$ cat config.mk
export PLATFORM = sky130hd
export DESIGN_NAME = wndd_cell
export DESIGN_NICKNAME = d
export VERILOG_FILES = /design/src/windowed_near_duplicate_detector_core_macros.svh /design/src/wndd_pkg.sv /design/src/wndd_cell.sv
export SDC_FILE = /design/constraint.sdc
export NUM_CORES = 1
export LEC_CHECK = 0
export ABC_CLOCK_PERIOD_IN_PS = 3700
export BUFFER_PORTS_ARGS = -buffer_cell sky130_fd_sc_hd__buf_2
export CORE_MARGIN = 2
export CORE_UTILIZATION = 49
export DETAILED_ROUTE_END_ITERATION = 8
export GPL_ROUTABILITY_DRIVEN = 0
export HOLD_SLACK_MARGIN = 0.06
export PLACE_DENSITY = 0.86
export SLEW_MARGIN = 15
export SYNTH_ARGS = -nofsm -noshare
export SYNTH_HDL_FRONTEND = slang
export SYNTH_SLANG_ARGS = --single-unit
$ cat constraint.sdc
create_clock -name clk -period 3.7 [get_ports clk]
set_input_delay 0.185 -clock clk [delete_from_list [all_inputs] [get_ports clk]]
set_output_delay 0.185 -clock clk [all_outputs]
set_load 0.1 [all_outputs]
$ cat src/windowed_near_duplicate_detector_core_macros.svh
// Assertion macros shared by the near-duplicate detector modules.
`ifndef WINDOWED_NEAR_DUPLICATE_DETECTOR_CORE_MACROS_SVH
`define WINDOWED_NEAR_DUPLICATE_DETECTOR_CORE_MACROS_SVH

// Checked on every clock edge outside reset.
`define WNDD_ASSERT(lbl, prop, msg) \
  lbl: assert property (@(posedge clk) disable iff (rst) prop) else $error(msg);

// Checked on every clock edge, reset included.
`define WNDD_ASSERT_ALWAYS(lbl, prop, msg) \
  lbl: assert property (@(posedge clk) prop) else $error(msg);

`endif

$ cat src/wndd_pkg.sv
// Shared constants and types of the windowed near-duplicate detector.
package wndd_pkg;

  // Deepest window the cell row holds (1 to 127, bounded by the WLEN_W-bit window_len).
  localparam int WINDOW_MAX = 64;

  // Field and register widths.
  localparam int SAMPLE_W  = 32;
  localparam int TOL_W     = 31;
  localparam int WLEN_W    = 7;
  localparam int CFG_W     = 31;
  localparam int CFG_IDX_W = 1;

  // Hit bits are folded in groups of this size, one register level per fold.
  localparam int GROUP      = 8;
  localparam int NUM_GROUPS = (WINDOW_MAX + GROUP - 1) / GROUP;

  // Configuration register indexes.
  localparam logic [CFG_IDX_W-1:0] REG_WINDOW_LEN = 1'd0;
  localparam logic [CFG_IDX_W-1:0] REG_TOLERANCE  = 1'd1;

  typedef logic signed [SAMPLE_W-1:0] sample_t;
  typedef logic [TOL_W-1:0]           tol_t;

  // Control that travels alongside an item through the pipeline.
  typedef struct packed {
    logic valid;
    logic last;
  } stage_ctrl_t;

endpackage

$ cat src/wndd_cell.sv
// One window cell: holds a sample, shifts it on, and compares it to a new item.
module wndd_cell (
  input  logic              clk,
  input  logic              rst,
  input  logic              shift,
  input  logic              clear,
  input  logic              load,
  input  logic              span_ok,
  input  wndd_pkg::sample_t sample_in,
  input  wndd_pkg::tol_t    tol,
  input  wndd_pkg::sample_t prev_value,
  input  logic              prev_occ,
  output wndd_pkg::sample_t value,
  output logic              occ,
  output logic              hit
);

  logic signed [wndd_pkg::SAMPLE_W:0] diff;
  logic signed [wndd_pkg::SAMPLE_W:0] tol_pos;
  logic signed [wndd_pkg::SAMPLE_W:0] tol_neg;
  logic                               in_tol;

  // Difference at 33 bits never overflows; in tolerance when -tol <= d <= tol.
  assign diff    = {sample_in[wndd_pkg::SAMPLE_W-1], sample_in}
                 - {value[wndd_pkg::SAMPLE_W-1], value};
  assign tol_pos = {2'b00, tol};
  assign tol_neg = '0 - tol_pos;
  assign in_tol  = (diff <= tol_pos) && (diff >= tol_neg);

  // Occupancy: shifts along with the sample, cleared after the last item.
  always_ff @(posedge clk) begin
    if (rst) begin
      occ <= 1'b0;
    end else if (shift) begin
      occ <= clear ? 1'b0 : prev_occ;
    end
  end

  // Stored sample; contents do not matter while unoccupied.
  always_ff @(posedge clk) begin
    if (shift && !clear) begin
      value <= prev_value;
    end
  end

  // Compare result against the window as it stood before the shift.
  always_ff @(posedge clk) begin
    if (load) begin
      hit <= occ && span_ok && in_tol;
    end
  end

endmodule

==> reports/metrics.yaml <==
yosys:
  yosysWarnings: 0
  synth_top_area_share_pct: 24.6
  synth_most_common_cell: "ha_1"
  synth_common_cells: "ha_1, inv_1, xnor2_1"
  yosysUniqueCellTypes: 66
  yosys.area_share.xor_xnor_pct: 10.1
  ys_ff_latch: 34
  synth.net_count: 769
  yosysTopAreaCell: "ha_1"
  synth_top_family_by_area: "adder cells"
  avgSynthCellArea_um2: 8.55
  synth.yosys.seq_area_share_pct: 20.7
  ys.flop_type: "edfxtp_1"
  synth_fa_ha_area_share_pct: 25.0
  muxShareOfSynthArea_pct: 0.205
  syn_inst: 570
  synth_area_mm2: 0.00488
  synth-simple-area-share_pct: 17.6
  synth_edf_count: 33
  synth_compound_area_share_pct: 19.6
  synthTopCellsByArea: "ha_1, edfxtp_1, xnor2_1"
  async_flop_share_pct: 0
routing:
  wl_per_cell_um: 15.9
  route.detailed.drc: 0
  wl_mm: 14.9
  vias_per_cell: 5.63
  firstDrtPassIters: 5
  drt_iter0_drc: 363
  ant_nets: 0
  vias: 5251
setup_path:
  rrSetupSlack_ns: -0.31
  crit_path_cell_trace: "ha_4 -> fa_2 -> nand2b_4 -> a21oi_4 -> o21ai_2 -> a21oi_2 -> and2_4 -> a41oi_4 -> o21ai_2 -> xor2_1 -> ha_1 -> and4_4 -> a221oi_4 -> buf_4 -> o311ai_2 -> a21oi_1 -> a31oi_1 -> nor2_1 -> o21a_1"
  cp-start-kind: "register"
  r2r_start: "value[0]"
  crit_top_cell: "o21ai_2"
  critical_path_class: "register to register"
  critPathCaptureType: "register"
  reg2reg_depth: 19
  worstPathMaxFanout: 3
  r2r_end: "hit"
  crit_start: "value[0]"
  cp_slowest_cell: "edfxtp_1"
  crit_end: "hit"
  critPathArrivalTime_ns: 4.18
  worstPathRequired_ns: 3.87
  max_stage_delay_ns: 0.43
hold_path:
  hp-class: "input port to register"
die:
  fp.dieW_um: 104
  num_io_pins: 136
  initial_core_util_pct: 50.1
  dieArea_mm2: 0.0108
  fp.dieH_um: 104
  rows: 36
  core_area_mm2: 0.00973
layout:
  area_delta_synth_final_pct: 39.9
  n_antenna_cell: 0
  instances_no_fill: 933
  drive_gt1_share_pct: 36.3
  fillerInstances: 722
  layout.nets: 998
power_and_ir_drop:
  p_sw_mw: 1.01
  seq_power_share_pct: 20.7
  clkPwrFrac_pct: 12.8
  vdd_drop_max_mv: 0.383
  p_int_mw: 1.24
  comb_power_share_pct: 66.4
  switching_share_pct: 44.9
  p_leak_nw: 3.34
  powerDensity_mw_per_mm2: 329
  p_total_mw: 2.25
clocking:
  cts_tree: "yes"
  clk_pin_slew_ns: 0.08
  worstSkewPairLatency_ns: 0.29
  clock-sinks: 34
  numCtsBuffers: 5
  clk_path_buf_depth: 2
  cts_root_buffer: "clkbuf_8"
  cts_max_level: 2
timing:
  worst_slew_pin_slew_ns: 0.533
  slew_viol_final: 0
  worst_slew_margin_rel_pct: 64.1
  hold_viol: 0
  max_freq_ghz: 0.249
  setup_viol: 1
  final.min_clock_period_ns: 4.01
  period_share_pct: 108
  skew_ns: 0.0142
  setup_ws_ns: -0.309
  rsz0062_at_grt: "true"
placement:
  port_buffers: 135
  dpl_worst_slack_ns: -0.373
  hpwl_mm: 11.8
  placedCellCount: 900
grt:
  grt_pass1_vias: 5467
  track_usage_pct: 26.9
  overflow: 0
  antenna_found_initial: 0
  grt_pass1_wl_mm: 24.4
  grt_max_degree: 34
status:
  status: "finished, violations left"
  violations: "negative setup slack"
flow_run:
  cap_viol_max_count: 0
==> cells by family (layout without fill, tap and decap cells) <==
family,count (synthesis),count (layout)
AOI/OAI and AO/OA,140,140
xor gates and xnor gates,56,56
adders and majority gates,97,97
buffers and inverters,82,312
DFF,34,34
muxes,1,1
and+or+nand+nor,160,160
==> through the flow <==
step           TNS (ns)  utilization (%)  instance area [um2]  hold slack, ns
2_1_floorplan    -0.542                -                 5040           0.257
3_3_place_gp     -0.195             65.3                 6350           0.341
3_5_place_dp     -0.373             65.3                 6350           0.354
4_1_cts          -0.182             69.1                 6730          0.0634
5_1_grt          -0.492             70.1                 6820          0.0617
6_report         -0.309             70.1                 6820          0.0731
==> final cells by class <==
cell class	count	area, um2	area share [%]
sequential	34	1010	14.8
timing repair buffer	229	1420	20.8
inverter	75	282	4.13
clock buffer	6	82.6	1.21
clock inverter	2	12.5	0.183
tap	133	166	2.44
multi-input combinational	454	3850	56.4
==> worst max-delay path: cells and delay by family (launching register included) <==
| kind | cells | cell delay (ns) |
|---|---|---|
| xor+xnor | 1 | 0.21 |
| buf+inv | 1 | 0.18 |
| compound gates | 10 | 1.52 |
| flops | 1 | 0.43 |
| fa+ha+maj | 3 | 0.85 |
| simple gates | 4 | 0.68 |
==> sequential cells by signal, summed over array words and instances (netlist names) <==
register and count:
value 32, hit 1, occ 1
==> what timing repair did <==
item	4_1_cts	5_1_grt
setup endpoints to repair	1	1
resized for setup	17	11
cloned	0	0
hold buffers	15	0
buffers inserted	6	5
pin swaps	26	26
endpoints found under the hold margin	15	0
==> power groups by stage <==
stage	combinational (mW)	sequential [mW]	clock, mW
CTS	1.40	0.466	0.294
finish	1.49	0.466	0.288
detailed placement	1.32	0.474	0
global route	1.61	0.469	0.311
global placement	1.24	0.473	0
floorplan	0.713	0.650	0
==> worst min path at each step <==
stage,from,end,depth (start not counted),slack (ns)
2_1_floorplan,rst,occ,1,0.26
3_3_place_gp,rst,occ,2,0.34
3_5_place_dp,rst,occ,2,0.35
4_1_cts,prev_value[23],value[23],1,0.06
5_1_grt,prev_value[16],value[16],1,0.06
6_report,prev_value[16],value[16],1,0.07
==> per-layer routing <==
layer  part of all wire (%)  track usage (%)
met1                     42             32.3
met2                     49             47.4
met3                    6.4             5.22
met4                    2.8             10.9
met5                      0                0
==> layout by cell type (no fill, tap or decap), types with 17 or more instances in the layout <==
cell,Yosys,routed
a21o_1,24,24
buf_2,0,135
xnor2_1,43,40
ha_1,96,86
nand4_1,17,17
nand3_1,18,18
nor3_1,20,19
inv_1,73,66
edfxtp_1,33,33
nand2_1,34,33
nor2_1,32,30
a21oi_1,40,36
buf_4,3,79
Note: power is estimated with default switching activity, not from simulation.
