## config.mk

```make
export PLATFORM = sky130hd
export DESIGN_NAME = wndd_reduce
export DESIGN_NICKNAME = d
export VERILOG_FILES = /design/src/wndd_pkg.sv /design/src/wndd_reduce.sv
export VERILOG_INCLUDE_DIRS = /design/src /design/src/src
export SDC_FILE = /design/constraint.sdc
export NUM_CORES = 1
export LEC_CHECK = 0
export BUFFER_PORTS_ARGS = -buffer_cell sky130_fd_sc_hd__buf_2
export CAP_MARGIN = 10
export CORE_ASPECT_RATIO = 0.9
export CORE_MARGIN = 2
export CORE_UTILIZATION = 33
export CTS_BUF_LIST = sky130_fd_sc_hd__clkbuf_8
export DETAILED_ROUTE_END_ITERATION = 10
export PLACE_DENSITY = 0.83
export SLEW_MARGIN = 25
export SYNTH_ARGS = -nofsm -noshare
export SYNTH_HDL_FRONTEND = slang
export SYNTH_SLANG_ARGS = --single-unit
```

## constraint.sdc

```tcl
create_clock -name clk -period 1.5 [get_ports clk]
set_input_delay 0.15 -clock clk [delete_from_list [all_inputs] [get_ports clk]]
set_output_delay 0.15 -clock clk [all_outputs]
set_load 0.05 [all_outputs]
```

## src/windowed_near_duplicate_detector_core_macros.svh

```systemverilog
// Assertion macros shared by the near-duplicate detector modules.
`ifndef WINDOWED_NEAR_DUPLICATE_DETECTOR_CORE_MACROS_SVH
`define WINDOWED_NEAR_DUPLICATE_DETECTOR_CORE_MACROS_SVH

// Checked on every clock edge outside reset.
`define WNDD_ASSERT(lbl, prop, msg) \
  lbl: assert property (@(posedge clk) disable iff (rst) prop) else $error(msg);

// Checked on every clock edge, reset included.
`define WNDD_ASSERT_ALWAYS(lbl, prop, msg) \
  lbl: assert property (@(posedge clk) prop) else $error(msg);

`endif

```

## src/wndd_pkg.sv

```systemverilog
// Shared constants and types of the windowed near-duplicate detector.
package wndd_pkg;

  // Deepest window the cell row holds (1 to 127, bounded by the WLEN_W-bit window_len).
  localparam int WINDOW_MAX = 64;

  // Field and register widths.
  localparam int SAMPLE_W  = 32;
  localparam int TOL_W     = 31;
  localparam int WLEN_W    = 7;
  localparam int CFG_W     = 31;
  localparam int CFG_IDX_W = 1;

  // Hit bits are folded in groups of this size, one register level per fold.
  localparam int GROUP      = 8;
  localparam int NUM_GROUPS = (WINDOW_MAX + GROUP - 1) / GROUP;

  // Configuration register indexes.
  localparam logic [CFG_IDX_W-1:0] REG_WINDOW_LEN = 1'd0;
  localparam logic [CFG_IDX_W-1:0] REG_TOLERANCE  = 1'd1;

  typedef logic signed [SAMPLE_W-1:0] sample_t;
  typedef logic [TOL_W-1:0]           tol_t;

  // Control that travels alongside an item through the pipeline.
  typedef struct packed {
    logic valid;
    logic last;
  } stage_ctrl_t;

endpackage

```

## src/wndd_reduce.sv

```systemverilog
// Folds the cell hit bits over two register levels and keeps the sticky flag.
`include "windowed_near_duplicate_detector_core_macros.svh"

module wndd_reduce (
  input  logic                            clk,
  input  logic                            rst,
  input  wndd_pkg::stage_ctrl_t           s1,
  input  logic [wndd_pkg::WINDOW_MAX-1:0] hits,
  output logic                            s2_ready,
  output logic                            out_valid,
  input  logic                            out_stall,
  output logic                            match_here,
  output logic                            found_so_far,
  output logic                            end_of_sequence
);

  logic [wndd_pkg::GROUP-1:0]      grp_bits [wndd_pkg::NUM_GROUPS];
  logic [wndd_pkg::NUM_GROUPS-1:0] grp_next;
  logic [wndd_pkg::NUM_GROUPS-1:0] grp;
  wndd_pkg::stage_ctrl_t           s2;
  logic                            out_ready;
  logic                            any_hit;
  logic                            sticky;

  // Group the hit bits; slots past the last cell read as zero.
  for (genvar g = 0; g < wndd_pkg::NUM_GROUPS; g++) begin : g_grp
    for (genvar j = 0; j < wndd_pkg::GROUP; j++) begin : g_bit
      if (g * wndd_pkg::GROUP + j < wndd_pkg::WINDOW_MAX) begin : g_live
        assign grp_bits[g][j] = hits[g * wndd_pkg::GROUP + j];
      end else begin : g_pad
        assign grp_bits[g][j] = 1'b0;
      end
    end
    assign grp_next[g] = |grp_bits[g];
  end

  assign any_hit   = |grp;
  assign out_ready = !out_valid || !out_stall;
  assign s2_ready  = !s2.valid || out_ready;

  // Second level: group results.
  always_ff @(posedge clk) begin
    if (rst) begin
      s2.valid <= 1'b0;
    end else if (s2_ready) begin
      s2.valid <= s1.valid;
    end
    if (s2_ready) begin
      s2.last <= s1.last;
      grp     <= grp_next;
    end
  end

  // Output register and sticky flag; items arrive here in order.
  always_ff @(posedge clk) begin
    if (rst) begin
      out_valid <= 1'b0;
      sticky    <= 1'b0;
    end else if (out_ready) begin
      out_valid <= s2.valid;
      if (s2.valid) begin
        sticky <= s2.last ? 1'b0 : (sticky || any_hit);
      end
    end
  end

  always_ff @(posedge clk) begin
    if (out_ready) begin
      match_here      <= any_hit;
      found_so_far    <= sticky || any_hit;
      end_of_sequence <= s2.last;
    end
  end

  `WNDD_ASSERT(a_sticky_clears, (out_valid && !out_stall && end_of_sequence) |=> !sticky, "sticky flag survived end of sequence")
  `WNDD_ASSERT(a_match_sets_found, (out_valid && match_here) |-> found_so_far, "match without found flag")

endmodule
```

==> impl_summary.log <==
[metrics] first-pass GRT wire length: 2520 um
[metrics] setup violation total in the final timing report: 0
[metrics] share of total power in the clock network: 34.4%
[metrics] # nets final: 200
[metrics] portion of total power attributed to sequential cells: 51.8%
[metrics] overall die height: 45.3 um
[metrics] cell chain of the critical path: nor4_1, nand2_1, or2_1
[metrics] clock tree skew after final layout: 0.000757 ns
[metrics] result of the run: finished, final reports clean
[metrics] Detailed Route WL: 1560 um
[metrics] crit path DAT: 1.30 ns
[metrics] number of global-route vias before repair: 668
[metrics] setup repair after global routing missed its margin: no
[metrics] initial DRC count: 5
[metrics] number of hold violations in the final report: 0
[metrics] layout overhead on the synthesized area: 72.3%
[metrics] library cell contributing the largest single delay on the critical path: sky130_fd_sc_hd__nor4_1
[metrics] Power Density: 826 mW/mm^2
[metrics] unique cell type count in the Yosys netlist: 11
[metrics] CTS tree: done
[metrics] count of standard-cell rows: 14
[metrics] drt wl/cell: 10.1 um
[metrics] Worst-Skew Late Latency: 0.24 ns
[metrics] maximum net fanout on the critical path: 2
[metrics] number of gates resized after CTS: 0
[metrics] number of CTS-inserted buffers: 3
[metrics] clock root cell: sky130_fd_sc_hd__clkbuf_8
[metrics] antenna viol nets, final: 0
[metrics] Starting Density: 36.1%
[metrics] worst setup path class: reg -> reg
[metrics] worst reg2reg setup slack: 0.19 ns
[metrics] cell family with most CP delay: simple AND/OR/NAND/NOR gates
[metrics] Max Freq: 765 MHz
[metrics] remaining max-slew budget at the tightest pin: 76.2%
[metrics] setup tns final: 0 ns
[metrics] crit start category: flop
[metrics] pin count of the biggest net entering global routing: 12
[metrics] clk buf depth: 2
[metrics] count of mapped cells out of synthesis: 53
[metrics] number of synthesized register bits: 15
[metrics] min Tclk post-route: 1.31 ns
[metrics] Slowest Stage Delay on Critical Path: 0.38 ns
[metrics] # Post-CTS Setup Buffers: 0
[metrics] DRC violation count after routing: 0
[metrics] transition at the pin with the smallest max-transition slack: 0.353 ns
[metrics] fraction of layout instances using a drive strength above 1: 59.2%
[metrics] most common cell after layout, fill and taps aside: sky130_fd_sc_hd__buf_2
[metrics] gpl congestion: 0.741
[metrics] maximum vdd ir drop: 0.650 mV
[metrics] crit end category: flop
[metrics] core box area: 0.00173 mm^2
[metrics] post-synthesis instance area: 627 um^2
[metrics] combinational cell fraction of total power: 13.8%
[metrics] P_sw: 0.000182 W
[metrics] number of warnings printed during yosys synthesis: 0
[metrics] number of detailed-route iterations in the first pass: 4
[metrics] per-cell via count in the routed design: 4.77
[metrics] synthesized net count: 122
[metrics] combined global-route utilization of all metal layers: 15.4%
[metrics] Cell Int Power: 0.000710 W
[metrics] clock transition at the registers of the reported paths: 0.06 ns
[metrics] final worst path period share: 87.2%
[metrics] sequential fraction of the synthesis area: 67.1%
[metrics] Filler Cells Inserted: 153
[metrics] placed instance count: 150
[metrics] overall die area: 0.00226 mm^2
[metrics] antenna violations before repair: 0
[metrics] antenna diode count: 0
[metrics] net switching fraction of the power: 20.4%
[metrics] global route overflow: 0
[metrics] max-slew violations: 0
[metrics] Hold Buf Count CTS: 0
[metrics] Worst EP required: 1.49 ns
[metrics] die width: 49.9 um
[metrics] path type of the worst min-delay path: in -> reg
[metrics] clock sink total: 15
[metrics] top-level port count: 74
[metrics] count of input and output buffers: 73
[metrics] MaxCap Viol Count: 0
[metrics] number of non-filler instances in the completed layout: 154
[metrics] buffers plus inverters on the worst setup path: 0
[metrics] leakage power: 0.465 nW
[metrics] H-tree lvl count: 1
[metrics] HPWL after detailed placement: 1350 um
[metrics] top library cells by usage in the layout, fill and taps aside: 73 x sky130_fd_sc_hd__buf_2, 18 x sky130_fd_sc_hd__nor4_1, 12 x sky130_fd_sc_hd__edfxtp_1
[metrics] post-synthesis area per instance: 11.8 um^2
[metrics] vias after detailed routing: 735
-- worst reg2reg max path, delay by kind of cell, from the launching register on --
kind | cells | cell delay, ns
DFF | 1 | 0.36
and+or+nand+nor | 3 | 0.71
-- final timing paths --
| check | cells after the start | to | startpoint |
|---|---|---|---|
| max | 3 | found_so_far | grp[1] |
| min | 1 | s2[0] | s1[0] |
| max reg2reg | 3 | found_so_far | grp[1] |
| min reg2reg | 0 | end_of_sequence | s2[0] |
-- flip-flops by register name (all words and copies together), names as in the netlist --
name,count
out_valid,1
match_here,1
found_so_far,1
end_of_sequence,1
sticky,1
s2,2
grp,8
-- per-stage QoR --
stage          hold slack, ns  cell area [um^2]  setup WS, ns  power [W]  utilization (%)
3_5_place_dp            0.332              1030         0.154   0.000594             59.7
3_3_place_gp            0.329              1030         0.251   0.000589             59.7
2_1_floorplan           0.219               639         0.103   0.000500                -
6_report               0.0821              1080         0.192   0.000891             62.3
4_1_cts                0.0787              1080         0.157   0.000900             62.3
5_1_grt                0.0889              1080        0.0652   0.000930             62.3
-- Yosys cell counts --
master / instances / area, um^2
sky130_fd_sc_hd__dfxtp_1: 3 / 60.1
sky130_fd_sc_hd__nor4_1: 18 / 113
sky130_fd_sc_hd__a21oi_1: 3 / 15.0
sky130_fd_sc_hd__nor2_1: 1 / 3.75
sky130_fd_sc_hd__inv_1: 1 / 3.75
sky130_fd_sc_hd__a21boi_0: 2 / 15.0
sky130_fd_sc_hd__o21a_1: 1 / 7.51
sky130_fd_sc_hd__nand2_1: 10 / 37.5
sky130_fd_sc_hd__edfxtp_1: 12 / 360
sky130_fd_sc_hd__or2_1: 1 / 6.26
sky130_fd_sc_hd__nand3_1: 1 / 5.00
-- kinds of logic (layout without fill, tap and decap cells) --
group | count (synthesis) | after routing | synth area share, %
and+or+nand+nor | 31 | 31 | 26.3
buffers and inverters | 1 | 78 | 0.598
DFF | 15 | 15 | 67.1
AOI/OAI and AO/OA | 6 | 6 | 5.99
-- cell type report --
type,count,area [um^2],area share (%)
inverter,1,3.75,0.348
timing repair buffer,73,365,33.8
clock inverter,1,3.75,0.348
clock buffer,3,41.3,3.82
sequential,15,420,38.9
tap,24,30.0,2.78
multi-input combinational,37,215,19.9
-- layer usage --
metal	track usage (%)	part of all wire [%]	vias up
met5	0	0	-
met4	8.33	0.64	0
met3	4.97	11	2
met2	29.6	52	39
met1	14.7	36	327
li1	-	-	367
-- power by group through the flow --
stage	Clock, W	Combinational [W]	Sequential [W]
floorplan	0	0.0000188	0.000481
global placement	0	0.000119	0.000469
detailed placement	0	0.000124	0.000470
CTS	0.000314	0.000124	0.000462
global route	0.000330	0.000138	0.000462
finish	0.000307	0.000123	0.000462
No activity file was read; power rests on OpenSTA's default activity.
